[src/sv/mmc3bm_pkg.sv]
`timescale 1ns / 1ps
// ----------------------------------------------------------------------------
// MMC3 multicart bank mapper package
// Shared widths, register indexes, address decode constants and state types.
// ----------------------------------------------------------------------------
package mmc3bm_pkg;

   localparam int ADDR_W      = 16;
   localparam int DATA_W      = 8;
   localparam int PRG_BANK_W  = 6;
   localparam int CHR_BANK_W  = 9;
   localparam int CSR_INDEX_W = 8;
   localparam int CSR_DATA_W  = 9;
   localparam int NUM_REGS    = 8;
   localparam int NUM_PRG     = 4;
   localparam int NUM_CHR     = 8;

   // configuration register indexes
   localparam logic [CSR_INDEX_W-1:0] CSR_PRG_BANK_MASK = 8'd0;
   localparam logic [CSR_INDEX_W-1:0] CSR_CHR_BANK_MASK = 8'd1;

   localparam logic [PRG_BANK_W-1:0] PRG_MASK_RESET = 6'h3F;
   localparam logic [CHR_BANK_W-1:0] CHR_MASK_RESET = 9'h1FF;

   // high-window register decode
   localparam logic [ADDR_W-1:0] REG_ADDR_MASK    = 16'hE001;
   localparam logic [ADDR_W-1:0] BANK_SELECT_ADDR = 16'h8000;
   localparam logic [ADDR_W-1:0] BANK_DATA_ADDR   = 16'h8001;
   localparam logic [2:0]        WRAM_WINDOW      = 3'b011;

   // bank arithmetic constants
   localparam logic [DATA_W-1:0] GNROM_MODE_BITS = 8'h06;
   localparam logic [DATA_W-1:0] GNROM_LOW_MASK  = 8'hFD;
   localparam logic [DATA_W-1:0] GNROM_HIGH_SET  = 8'h02;
   localparam logic [DATA_W-1:0] PRG_FIXED_E     = 8'h0E;
   localparam logic [DATA_W-1:0] PRG_FIXED_F     = 8'h0F;
   localparam logic [DATA_W-1:0] CHR_EVEN_MASK   = 8'hFE;
   localparam logic [DATA_W-1:0] CHR_ODD_SET     = 8'h01;
   localparam logic [DATA_W-1:0] PRG_INVERT_BIT  = 8'h40;
   localparam logic [DATA_W-1:0] CHR_INVERT_BIT  = 8'h80;
   localparam logic [DATA_W-1:0] OUTER_CHR_BIT6  = 8'h08;

   localparam logic [NUM_REGS-1:0][DATA_W-1:0] BANK_REGS_RESET =
      {8'd0, 8'd0, 8'd7, 8'd6, 8'd5, 8'd4, 8'd2, 8'd0};

   typedef struct packed {
      logic [DATA_W-1:0]                 outer_bank;
      logic [DATA_W-1:0]                 bank_select;
      logic [NUM_REGS-1:0][DATA_W-1:0]   bank_regs;
   } mapper_state_type;

   typedef struct packed {
      logic [NUM_PRG-1:0][PRG_BANK_W-1:0] prg;
      logic [NUM_CHR-1:0][CHR_BANK_W-1:0] chr;
   } bank_map_type;

endpackage

[src/sv/mmc3bm_regs.sv]
`timescale 1ns / 1ps
// ----------------------------------------------------------------------------
// MMC3 multicart mapper register file
// Decodes one CPU write and updates outer bank, bank select and bank registers.
// Presents the post-write state combinationally for the bank logic.
// ----------------------------------------------------------------------------
module mmc3bm_regs
   import mmc3bm_pkg::*;
(
   input  logic                  clock,
   input  logic                  reset,
   input  logic                  write_en,
   input  logic [ADDR_W-1:0]     address,
   input  logic [DATA_W-1:0]     data,
   input  logic                  ram_write_enabled,
   output mapper_state_type      state_next
);

   mapper_state_type state_ff;
   mapper_state_type state_in;
   logic [ADDR_W-1:0] reg_addr;

   assign reg_addr = address & REG_ADDR_MASK;

   always_comb begin
      state_in = state_ff;
      if (address[15:13] == WRAM_WINDOW) begin
         if (ram_write_enabled) begin
            state_in.outer_bank = data;
         end
      end else if (reg_addr == BANK_SELECT_ADDR) begin
         state_in.bank_select = data;
      end else if (reg_addr == BANK_DATA_ADDR) begin
         state_in.bank_regs[state_ff.bank_select[2:0]] = data;
      end
   end

   always_ff @(posedge clock) begin
      if (reset) begin
         state_ff.outer_bank  <= '0;
         state_ff.bank_select <= '0;
         state_ff.bank_regs   <= BANK_REGS_RESET;
      end else if (write_en) begin
         state_ff <= state_in;
      end
   end

   assign state_next = state_in;

endmodule

[src/sv/mmc3bm_banks.sv]
`timescale 1ns / 1ps
// ----------------------------------------------------------------------------
// MMC3 multicart bank number logic
// Maps the register state to four 8K PRG and eight 1K CHR bank numbers.
// ----------------------------------------------------------------------------
module mmc3bm_banks
   import mmc3bm_pkg::*;
(
   input  mapper_state_type          state,
   input  logic [PRG_BANK_W-1:0]     prg_bank_mask,
   input  logic [CHR_BANK_W-1:0]     chr_bank_mask,
   output bank_map_type              banks
);

   logic                              gnrom;
   logic                              prg_inv;
   logic                              chr_inv;
   logic [1:0]                        prg_base;
   logic [NUM_PRG-1:0][DATA_W-1:0]    prg_inner;
   logic [NUM_CHR-1:0][DATA_W-1:0]    chr_logical;
   logic [DATA_W-1:0]                 chr_high;
   logic [2:0]                        slot_sel;

   assign gnrom    = (state.outer_bank & GNROM_MODE_BITS) == GNROM_MODE_BITS;
   assign prg_inv  = |(state.bank_select & PRG_INVERT_BIT);
   assign chr_inv  = |(state.bank_select & CHR_INVERT_BIT);
   assign prg_base = state.outer_bank[2:1];

   // outer bits ORed into the CHR low byte: bit 3 -> bit 6, bit 1 -> bit 7
   assign chr_high = {state.outer_bank[1], |(state.outer_bank & OUTER_CHR_BIT6), 6'd0};

   always_comb begin
      if (gnrom) begin
         prg_inner[0] = state.bank_regs[6] & GNROM_LOW_MASK;
         prg_inner[1] = state.bank_regs[7] & GNROM_LOW_MASK;
         prg_inner[2] = state.bank_regs[6] | GNROM_HIGH_SET;
         prg_inner[3] = state.bank_regs[7] | GNROM_HIGH_SET;
      end else begin
         prg_inner[0] = prg_inv ? PRG_FIXED_E : state.bank_regs[6];
         prg_inner[1] = state.bank_regs[7];
         prg_inner[2] = prg_inv ? state.bank_regs[6] : PRG_FIXED_E;
         prg_inner[3] = PRG_FIXED_F;
      end
   end

   always_comb begin
      chr_logical[0] = state.bank_regs[0] & CHR_EVEN_MASK;
      chr_logical[1] = state.bank_regs[0] | CHR_ODD_SET;
      chr_logical[2] = state.bank_regs[1] & CHR_EVEN_MASK;
      chr_logical[3] = state.bank_regs[1] | CHR_ODD_SET;
      chr_logical[4] = state.bank_regs[2];
      chr_logical[5] = state.bank_regs[3];
      chr_logical[6] = state.bank_regs[4];
      chr_logical[7] = state.bank_regs[5];
   end

   always_comb begin
      slot_sel = '0;
      for (int i = 0; i < NUM_PRG; i++) begin
         banks.prg[i] = {prg_base, prg_inner[i][3:0]} & prg_bank_mask;
      end
      // swap the 2K and 1K halves when CHR inversion is set
      for (int i = 0; i < NUM_CHR; i++) begin
         slot_sel     = 3'(i) ^ {chr_inv, 2'b00};
         banks.chr[i] = {state.outer_bank[0], chr_logical[slot_sel] | chr_high}
                        & chr_bank_mask;
      end
   end

endmodule

[src/sv/multicart_mmc3_bank_mapper.sv]
`timescale 1ns / 1ps
// ----------------------------------------------------------------------------
// MMC3 multicart bank mapper
// Tracks CPU writes to an MMC3-style mapper with an outer bank register and
// returns the PRG and CHR bank numbers after every write.
// ----------------------------------------------------------------------------
// Usage:
//   req_*  : one CPU bus write per transaction (address, data, RAM enable).
//   rsp_*  : one transaction per request carrying the four 8K PRG and eight
//            1K CHR bank numbers selected after that write.
//   csr_*  : mask register writes, index 0 = PRG mask, 1 = CHR mask; other
//            indexes are ignored. csr_ready is always high. Write only while
//            no request is outstanding.
// Timing: the result of a request is registered at the edge that accepts it
//   and is valid in the following cycle. The register update, the
//   bank muxes and the mask all sit in front of the single result register,
//   so one transaction is accepted every cycle while req_ready is high.
// Stalls: req_ready is high while the result register is empty or is being
//   taken in the same cycle; with rsp_ready low a held result blocks new
//   requests and stays unchanged.
// Reset: masks return to all ones, outer bank and bank select to zero and
//   the bank registers to 0,2,4,5,6,7,0,0; no result is pending.
// ----------------------------------------------------------------------------
module multicart_mmc3_bank_mapper
   import mmc3bm_pkg::*;
(
   input  logic                    clock,
   input  logic                    reset,
   input  logic                    req_valid,
   output logic                    req_ready,
   input  logic [ADDR_W-1:0]       req_address,
   input  logic [DATA_W-1:0]       req_data,
   input  logic                    req_ram_write_enabled,
   output logic                    rsp_valid,
   input  logic                    rsp_ready,
   output logic [PRG_BANK_W-1:0]   rsp_prg_bank_slot0,
   output logic [PRG_BANK_W-1:0]   rsp_prg_bank_slot1,
   output logic [PRG_BANK_W-1:0]   rsp_prg_bank_slot2,
   output logic [PRG_BANK_W-1:0]   rsp_prg_bank_slot3,
   output logic [CHR_BANK_W-1:0]   rsp_chr_bank_slot0,
   output logic [CHR_BANK_W-1:0]   rsp_chr_bank_slot1,
   output logic [CHR_BANK_W-1:0]   rsp_chr_bank_slot2,
   output logic [CHR_BANK_W-1:0]   rsp_chr_bank_slot3,
   output logic [CHR_BANK_W-1:0]   rsp_chr_bank_slot4,
   output logic [CHR_BANK_W-1:0]   rsp_chr_bank_slot5,
   output logic [CHR_BANK_W-1:0]   rsp_chr_bank_slot6,
   output logic [CHR_BANK_W-1:0]   rsp_chr_bank_slot7,
   input  logic                    csr_valid,
   output logic                    csr_ready,
   input  logic [CSR_INDEX_W-1:0]  csr_index,
   input  logic [CSR_DATA_W-1:0]   csr_wdata
);

   logic [PRG_BANK_W-1:0] prg_mask_ff;
   logic [CHR_BANK_W-1:0] chr_mask_ff;
   logic                  rsp_valid_ff;
   logic                  rsp_valid_in;
   bank_map_type          rsp_banks_ff;
   bank_map_type          banks;
   mapper_state_type      state_next;
   logic                  req_fire;

   assign csr_ready = 1'b1;
   assign req_ready = !rsp_valid_ff || rsp_ready;
   assign req_fire  = req_valid && req_ready;

   always_ff @(posedge clock) begin
      if (reset) begin
         prg_mask_ff <= PRG_MASK_RESET;
         chr_mask_ff <= CHR_MASK_RESET;
      end else if (csr_valid) begin
         case (csr_index)
            CSR_PRG_BANK_MASK: prg_mask_ff <= csr_wdata[PRG_BANK_W-1:0];
            CSR_CHR_BANK_MASK: chr_mask_ff <= csr_wdata[CHR_BANK_W-1:0];
            default: ;
         endcase
      end
   end

   mmc3bm_regs u_regs (
      .clock             (clock),
      .reset             (reset),
      .write_en          (req_fire),
      .address           (req_address),
      .data              (req_data),
      .ram_write_enabled (req_ram_write_enabled),
      .state_next        (state_next)
   );

   mmc3bm_banks u_banks (
      .state         (state_next),
      .prg_bank_mask (prg_mask_ff),
      .chr_bank_mask (chr_mask_ff),
      .banks         (banks)
   );

   // hold the result until taken, refill on every accepted transaction
   always_comb begin
      rsp_valid_in = rsp_valid_ff;
      if (req_fire) begin
         rsp_valid_in = 1'b1;
      end else if (rsp_ready) begin
         rsp_valid_in = 1'b0;
      end
   end

   always_ff @(posedge clock) begin
      if (reset) begin
         rsp_valid_ff <= 1'b0;
      end else begin
         rsp_valid_ff <= rsp_valid_in;
      end
   end

   always_ff @(posedge clock) begin
      if (req_fire) begin
         rsp_banks_ff <= banks;
      end
   end

   assign rsp_valid          = rsp_valid_ff;
   assign rsp_prg_bank_slot0 = rsp_banks_ff.prg[0];
   assign rsp_prg_bank_slot1 = rsp_banks_ff.prg[1];
   assign rsp_prg_bank_slot2 = rsp_banks_ff.prg[2];
   assign rsp_prg_bank_slot3 = rsp_banks_ff.prg[3];
   assign rsp_chr_bank_slot0 = rsp_banks_ff.chr[0];
   assign rsp_chr_bank_slot1 = rsp_banks_ff.chr[1];
   assign rsp_chr_bank_slot2 = rsp_banks_ff.chr[2];
   assign rsp_chr_bank_slot3 = rsp_banks_ff.chr[3];
   assign rsp_chr_bank_slot4 = rsp_banks_ff.chr[4];
   assign rsp_chr_bank_slot5 = rsp_banks_ff.chr[5];
   assign rsp_chr_bank_slot6 = rsp_banks_ff.chr[6];
   assign rsp_chr_bank_slot7 = rsp_banks_ff.chr[7];

endmodule

[config.mk]
export PLATFORM = sky130hd
export DESIGN_NAME = multicart_mmc3_bank_mapper
export DESIGN_NICKNAME = d
export VERILOG_FILES = /design/src/sv/mmc3bm_pkg.sv /design/src/sv/mmc3bm_regs.sv /design/src/sv/mmc3bm_banks.sv /design/src/sv/multicart_mmc3_bank_mapper.sv
export SDC_FILE = /design/constraint.sdc
export NUM_CORES = 1
export LEC_CHECK = 0
export BUFFER_PORTS_ARGS = -buffer_cell sky130_fd_sc_hd__clkbuf_2
export CAP_MARGIN = 20
export CORE_UTILIZATION = 30
export CTS_CLUSTER_SIZE = 24
export DETAILED_ROUTE_END_ITERATION = 7
export PLACE_DENSITY = 0.52
export SYNTH_ARGS = -nofsm -noshare
export SYNTH_HDL_FRONTEND = slang
export SYNTH_SLANG_ARGS = --single-unit
[constraint.sdc]
create_clock -name clock -period 4.2 [get_ports clock]
set_clock_uncertainty 0.05 [all_clocks]
set_input_delay 0.63 -clock clock [delete_from_list [all_inputs] [get_ports clock]]
set_output_delay 0.63 -clock clock [all_outputs]
set_load 0.01 [all_outputs]
======== Word level (Yosys, flattened, before mapping) ========
Index checks and enable logic that the tools add are counted.
word-level totals
  register bits ........................... 188
  input bits .............................. 47
  output and inout port bits .............. 99
  word-level logic and storage cells ...... 108
cells by class
  order comparisons ....................... 10
  equality and inequality tests ........... 5
  mux-type cells .......................... 30
  bitwise gates (word level) .............. 25
  reductions and logical operators ........ 10
operators with widths
  cell                                                                count
  two-way mux 8 bit                                                   17
  two-way mux 64 bit                                                  2
  AND 9 bit                                                           8
  two-way mux 72 bit                                                  1
  bitwise mux 64 bit                                                  1
  OR 8 bit                                                            8
  less-than comparator 3 x 4 -> 1 bit (second input constant)         9
  binary-select mux 8 bit (select 2 bit)                              2
  two-way mux 28 bit                                                  1
  AND 6 bit                                                           4
  binary-select mux 8 bit (select 3 bit)                              1
  demux 8 bit (select 3 bit)                                          1
  == test 4 bit (second input constant)                               2
  == test 8 x 1 -> 1 bit (second input constant)                      1
  zero test 8 bit                                                     1
  two-way mux 4 bit                                                   2
  AND reduction 2 bit                                                 2
  AND reduction 4 bit                                                 1
  == test 3 x 2 -> 1 bit (second input constant)                      1
  greater-or-equal comparator 3 x 1 -> 1 bit (second input constant)  1
  NOT 1 bit                                                           3
  NOT 3 bit                                                           1
  AND reduction 3 bit                                                 1
  == test 2 bit (second input constant)                               1
  other kinds (6)                                                     8

======== Longest topological paths before layout ========
Gate-level depths: netlist of the first run.
  word-level depth ........................ 13
  gate-level depth with buffers ........... 7
  mapped depth without buffers ............ 6

======== Modules after synthesis ========
From an unflattened synthesis of the first run, not the netlist that was laid out.
second synthesis, totals
  cell total of the unflattened synthesis .. 768
  area total of the unflattened synthesis .. 9,148.8 µm²
by module, submodules not included
  module                      instances  cells an instance  area an instance (µm²)  seq. area each (µm²)
  mmc3bm_regs                 1          405                4,331.7                 1,601.5
  multicart_mmc3_bank_mapper  1          165                3,535.9                 3,203.1
  mmc3bm_banks                1          198                1,281.2                 0.0

======== Least setup slack after synthesis of the first run ========
No wires, ideal clock.
  kind .................................... input-to-reg
  from .................................... input port rsp_ready
  to ...................................... register u_regs.state_ff[9] (netlist bit)
  setup time .............................. 0.077 ns
  arrival time ............................ 4.103 ns
  data required time ...................... 4.073 ns
  path slack .............................. -0.030 ns
  cell stages on the path ................. 7
  cell sequence ........................... nor2b_1 -> inv_1 -> nand2_1 -> inv_1 -> clkbuf_1 -> o21ai_0 -> nand3_1
on the way
  cells in the longest elaborated chain, start to end .. 2
ends and longest elaborated chain
  element               line                              source
  start, declared       multicart_mmc3_bank_mapper.sv:35  input logic rsp_ready,
  logical OR 1 bit      multicart_mmc3_bank_mapper.sv:64  assign req_ready = !rsp_valid_ff || rsp_ready;
  net req_ready         multicart_mmc3_bank_mapper.sv:30  output logic req_ready,
  logical AND 1 bit     multicart_mmc3_bank_mapper.sv:65  assign req_fire = req_valid && req_ready;
  net req_fire          multicart_mmc3_bank_mapper.sv:61  logic req_fire;
  end signal, assigned  mmc3bm_regs.sv:44                 state_ff <= state_in;
  end, declared         mmc3bm_regs.sv:19                 mapper_state_type state_ff;
The timed path passes the listed nets, and every way through them passes these cells.
A chain may end at the register's enable or synchronous reset.

==> results of run 1 <==
-- synthesized netlist by cell type, types with 9 or more instances --
master | number | area, sq um
buf_4 | 14 | 105.1
a21boi_0 | 32 | 240.2
o21ai_0 | 57 | 285.3
clkbuf_1 | 34 | 127.6
nor2_1 | 28 | 105.1
a311oi_1 | 9 | 78.83
dfxtp_1 | 79 | 1582
a31o_2 | 9 | 78.83
a221oi_1 | 16 | 140.1
a31oi_1 | 9 | 56.30
a21oi_1 | 60 | 300.3
inv_1 | 12 | 45.04
mux2i_1 | 68 | 680.7
nand2_1 | 24 | 90.09
nand3_1 | 63 | 315.3
edfxtp_1 | 83 | 2492
-- worst register-to-register path: stages (launching register included) --
cell	delay, ns
dfxtp_1	0.53
nor2b_1	0.63
nand3_1	0.59
mux2i_1	0.53
a21boi_0	0.16
-- stage by stage --
stage / std cells / util, %
final: 1094 / 37.19
after global routing: 1094 / 37.19
after CTS: 1094 / 37.19
after detailed placement: 1062 / 34.38
after global placement: 1062 / 34.38
after floorplan: 661 / -
-- cell type report --
type | instances | area [sq um]
clock inverters | 14 | 234.0
clock buffers | 18 | 429.2
multi-input cells | 427 | 2836
inverters | 12 | 47.55
well taps | 319 | 399.1
repair buffers | 142 | 735.7
fillers | 2366 | 14790
flip-flops and latches | 162 | 4074
-- cells by family (layout without fill, tap and decap cells) --
| family | count (synthesis) | count (layout) |
|---|---|---|
| flops | 162 | 162 |
| mux | 72 | 72 |
| simple gates | 156 | 156 |
| other cells | 1 | 1 |
| compound gates | 198 | 198 |
| buf+inv | 72 | 186 |
-- cells in the final DEF, fill, tap and decap left out, drive strengths merged, types with 6 or more instances in the layout --
| cell type | instances |
|---|---|
| clkinv | 6 |
| dfxtp | 79 |
| nand4 | 6 |
| nand3 | 64 |
| a311oi | 9 |
| nand2 | 24 |
| bufinv | 6 |
| mux2i | 68 |
| inv | 13 |
| a31o | 9 |
| clkbuf | 150 |
| a31oi | 9 |
| a221oi | 16 |
| nor2b | 8 |
| o21ai | 57 |
| edfxtp | 83 |
| nor2 | 28 |
| a21oi | 60 |
| a21boi | 32 |
| buf | 10 |
-- worst paths after layout --
path	start	endpoint	slack [ns]
min	csr_wdata[8]	chr_mask_ff[8]	0.37
max	u_regs.state_ff[64]	rsp_chr_bank_slot1[0]	1.41
min reg2reg	u_regs.state_ff[9]	u_regs.state_ff[9]	0.42
max reg2reg	u_regs.state_ff[64]	rsp_chr_bank_slot1[0]	1.41
-- power by group through the flow --
stage / clock, mW / combinational, mW / sequential [mW]
after detailed placement: 0 / 0.281 / 1.79
after global placement: 0 / 0.278 / 1.79
after CTS: 1.79 / 0.282 / 1.76
final: 1.76 / 0.279 / 1.76
after floorplan: 0 / 0.145 / 1.81
after global routing: 1.86 / 0.307 / 1.76
-- layer usage --
metal	vias up	part of all wire, %	wire (um)
met2	157	44	8466
met3	28	5.5	1058
met5	-	0	0
met4	0	2.0	383
met1	2605	49	9476
li1	2677	-	-
==> impl_metrics.tcl, run 1 <==
set metrics [dict create \
    synthAdderAreaFrac_pct 0 \
    yosys.area_share.simple_pct 12.01 \
    grtUsageTotal_pct 16.26 \
    required_ns 4.28 \
    met2_usage_pct 23.51 \
    crit_path_max_incr_delay_ns 0.63 \
    io_pins 146 \
    peakVddDrop_mv 0.2460 \
    finalSetupViolations 0 \
    switching_share_pct 22.35 \
    finalSetupTns_ns 0 \
    slew_viol_final 0 \
    synthMuxAreaShare_pct 10.04 \
    gr-usage-met1_pct 23.16 \
    ys_seq_area_share_pct 56.35 \
    power_leakage_nw 3.460 \
    drc 0 \
    seq_power_share_pct 46.3 \
    run_status "complete, no violations" \
    synth_top_family_by_area "compound AO/OA/AOI/OAI gates" \
    path_max_fanout 13 \
    use_met3_pct 4.020 \
    drt-initial-drc-count 541 \
    yosysUniqueCellTypes 46 \
    period_minus_slack_ns 2.788 \
    fin_area_sq_um 8756 \
    max_slew_margin_pct 31.03 \
    drive_above_1_share_pct 25.68 \
    cts-root-buf "clkbuf_16" \
    placed_area_sq_um 8093 \
    fmax_mhz 358.7 \
    cts.sinks 162 \
    numPortBuffers 132 \
    chipHeight_um 157.2 \
    dp_hpwl_mm 13.07 \
    critPathBufInv 0 \
    final_nets 809 \
    comb_power_share_pct 7.3 \
    clkTransAtPathRegs_ns 0.06 \
    min_period_over_period_pct 66.38 \
    start_util_pct 30.71 \
    largest-register "u_regs.state_ff" \
    synth.cell_area_sq_um 7229 \
    antenna_cells 0 \
    grt_max_degree 83 \
    worstHoldPathCells 3 \
    rsz0062_at_grt "false" \
    grt_pass1_wl_mm 29.93 \
    intPower_mw 2.945 \
    endpoint_kind "flop" \
    clkPwrFrac_pct 46.4 \
    cp_top_family "simple AND/OR/NAND/NOR gates" \
    crit_cells 4 \
    gp_congestion 0.7188 \
    synth_compound_area_share_pct 16.96 \
    holdWs_ns 0.3689 \
    syn_nets 708 \
    setup_ws_ns 1.412 \
    start_kind "flop" \
    power.total_mw 3.793 \
    h-tree-depth 4 \
    hold_viol 0 \
    synth_xor_area_share_pct 0 \
    via_per_inst 4.997 \
    tightest_slew_ns 1.027 \
    cts_resized 0 \
    postCtsSetupRepairBufs 0 \
    netlist_instances 661 \
    firstDrtPassIters 4 \
    clock_latency_ns 0.43 \
    grt_overflow 0 \
    critPathKind "reg2reg" \
    ff2ff_path_depth 4 \
    dieArea_sq_um 24720 \
    cts_buffers 17 \
    ant_nets 0 \
    async_flop_share_pct 0 \
    switchingPower_mw 0.8477 \
    arrival_ns 2.87 \
    dr_total_vias 5467 \
    syn_to_final_growth_pct 21.11 \
    ys_warn_count 0 \
    syn_avg_cell_area_sq_um 10.94 \
    grt_pass1_vias 5122 \
    ys.flop_type "edfxtp_1" \
    power_density_nw_per_um2 433.2 \
    hold_path_class "in2reg" \
    antenna_found_initial 0 \
    busiest_layer "met2" \
    cp_cell_sequence "nor2b_1, nand3_1, mux2i_1, a21boi_0" \
    max_cap_violations 0 \
    pre_cts_slack_ns 1.189 \
    wirelength_mm 19.38 \
    wire_per_inst_um 17.72 \
    slowest_stage "nor2b_1" \
    synth-seq-cells 162 \
    largest_reg_flops 63 \
    core_sq_um 23540 \
    clock_path_buffers 2 \
    die_x_um 157.2 \
    synth_edf_count 83 \
    tritoncts "built" \
    rows 56 \
    hold_buffers 0 \
]
Note: power is estimated with default switching activity, not from simulation.
==> inputs of run 2 (changes only) <==
--- a/config.mk
+++ b/config.mk
@@ -10,7 +10,7 @@
 export CORE_UTILIZATION = 30
 export CTS_CLUSTER_SIZE = 24
 export DETAILED_ROUTE_END_ITERATION = 7
-export PLACE_DENSITY = 0.52
+export PLACE_DENSITY = 0.5
 export SYNTH_ARGS = -nofsm -noshare
 export SYNTH_HDL_FRONTEND = slang
 export SYNTH_SLANG_ARGS = --single-unit
==> constraint.sdc (replaced) <==
create_clock -name clock -period 2.9 [get_ports clock]
set_clock_uncertainty 0.05 [all_clocks]
set_input_delay 0.435 -clock clock [delete_from_list [all_inputs] [get_ports clock]]
set_output_delay 0.435 -clock clock [all_outputs]
set_load 0.01 [all_outputs]
==> run 2 against run 1 <==
Core utilization grew 0.63 points; hold slack lost 0.19 ns; count of clock-buffer cells in the layout is the same; die area is the same; global-route usage grew 0.11 points; routed wire length grew 2.6%; clock power grew 29%; sequential power grew 44%.
==> impl_metrics.tcl, run 2 (synthesized netlist as in run 1, its figures left out) <==
set metrics [dict create \
    grtUsageTotal_pct 16.37 \
    largest-register "u_regs.state_ff" \
    placed_cells 1085 \
    postCtsSetupRepairBufs 0 \
    hold_buffers 0 \
    min_period_over_period_pct 77.68 \
    grt_pass1_vias 5270 \
    final_common_cell "clkbuf_2" \
    firstDrtPassIters 5 \
    finalSetupTns_ns 0 \
    endpoint_kind "flop" \
    period_minus_slack_ns 2.253 \
    run_status "complete, no violations" \
    tightest_slew_ns 0.8007 \
    max_cap_violations 0 \
    wire_per_inst_um 17.81 \
    power_density_nw_per_um2 588.0 \
    drt-initial-drc-count 338 \
    io_pins 146 \
    slew_viol_final 0 \
    grt_overflow 0 \
    via_per_inst 5.009 \
    rows 56 \
    peakVddDrop_mv 0.3718 \
    power.total_mw 5.236 \
    required_ns 3.00 \
    largest_reg_flops 63 \
    die_x_um 157.2 \
    tritoncts "built" \
    cts_resized 0 \
    max_slew_margin_pct 46.56 \
    hold_path_class "in2reg" \
    gp_congestion 0.7322 \
    final_nets 832 \
    rsz0062_at_grt "false" \
    clock_path_buffers 2 \
    cts.sinks 162 \
    dieArea_sq_um 24720 \
    power_leakage_nw 3.541 \
    drc 0 \
    chipHeight_um 157.2 \
    cts-root-buf "clkbuf_16" \
    finalSetupViolations 0 \
    arrival_ns 2.35 \
    antenna_found_initial 0 \
    dp_hpwl_mm 13.83 \
    fin_area_sq_um 8904 \
    numPortBuffers 132 \
    grt_max_degree 56 \
    start_kind "flop" \
    pre_cts_slack_ns 0.3549 \
    path_max_fanout 9 \
    hold_viol 0 \
    placed_area_sq_um 8312 \
    clock_latency_ns 0.43 \
    core_sq_um 23540 \
    instances_no_fill 1117 \
    clkTransAtPathRegs_ns 0.07 \
    start_util_pct 30.71 \
    antenna_cells 0 \
    wirelength_mm 19.89 \
    h-tree-depth 4 \
    ant_nets 0 \
    layout_common_cells "clkbuf_2, edfxtp_1, dfxtp_1" \
    worst-r2r-setup-slack_ns 0.65 \
    drive_above_1_share_pct 27.82 \
    dr_total_vias 5595 \
    setup_ws_ns 0.6472 \
    critPathKind "reg2reg" \
    fmax_mhz 443.9 \
    cts_buffers 17 \
    syn_to_final_growth_pct 23.16 \
    grt_pass1_wl_mm 30.15 \
]
-- run 2: final cells by class --
class                      instances  area (sq um)
multi-input combinational        427          2845
fill                            2393         14640
clock inverter                    14         162.7
tap                              319         399.1
inverter                          12         47.55
timing repair buffer             165         945.9
clock buffer                      18         429.2
sequential                       162          4074
-- run 2: through the flow --
step / hold slack (ns) / utilization [%]
floorplan: 0.3827 / -
global placement: 0.3960 / 35.31
detailed placement: 0.4005 / 35.31
CTS: 0.1573 / 37.82
global route: 0.1716 / 37.82
finish: 0.1751 / 37.82
-- run 2: layer usage --
layer	routed length (um)	track usage (%)	vias up
met4	235	4.485	0
met2	9197	25.66	135
met3	753	3.194	15
li1	-	-	2732
met5	0	0	-
met1	9704	22.86	2713
-- run 2: worst max-delay path, stage by stage (launching register included) --
cell and delay, ns:
dfxtp_1 0.45, nor3b_2 0.62, nand2_1 0.25, mux2i_1 0.43, a221oi_1 0.18
-- run 2: final timing paths --
check / end / from / depth (start not counted)
worst max-delay path: rsp_chr_bank_slot6[6] / u_regs.state_ff[65] / 4
worst min-delay path: chr_mask_ff[8] / csr_wdata[8] / 3
worst max register to register: rsp_chr_bank_slot6[6] / u_regs.state_ff[65] / 4
worst min register to register: prg_mask_ff[4] / prg_mask_ff[4] / 2
-- run 2: where the power goes --
group | internal, mW | switching, mW | leakage, nW
registers | 2.51 | 0.0312 | 1.42
clock network | 1.23 | 1.04 | 0.282
logic | 0.157 | 0.269 | 1.84
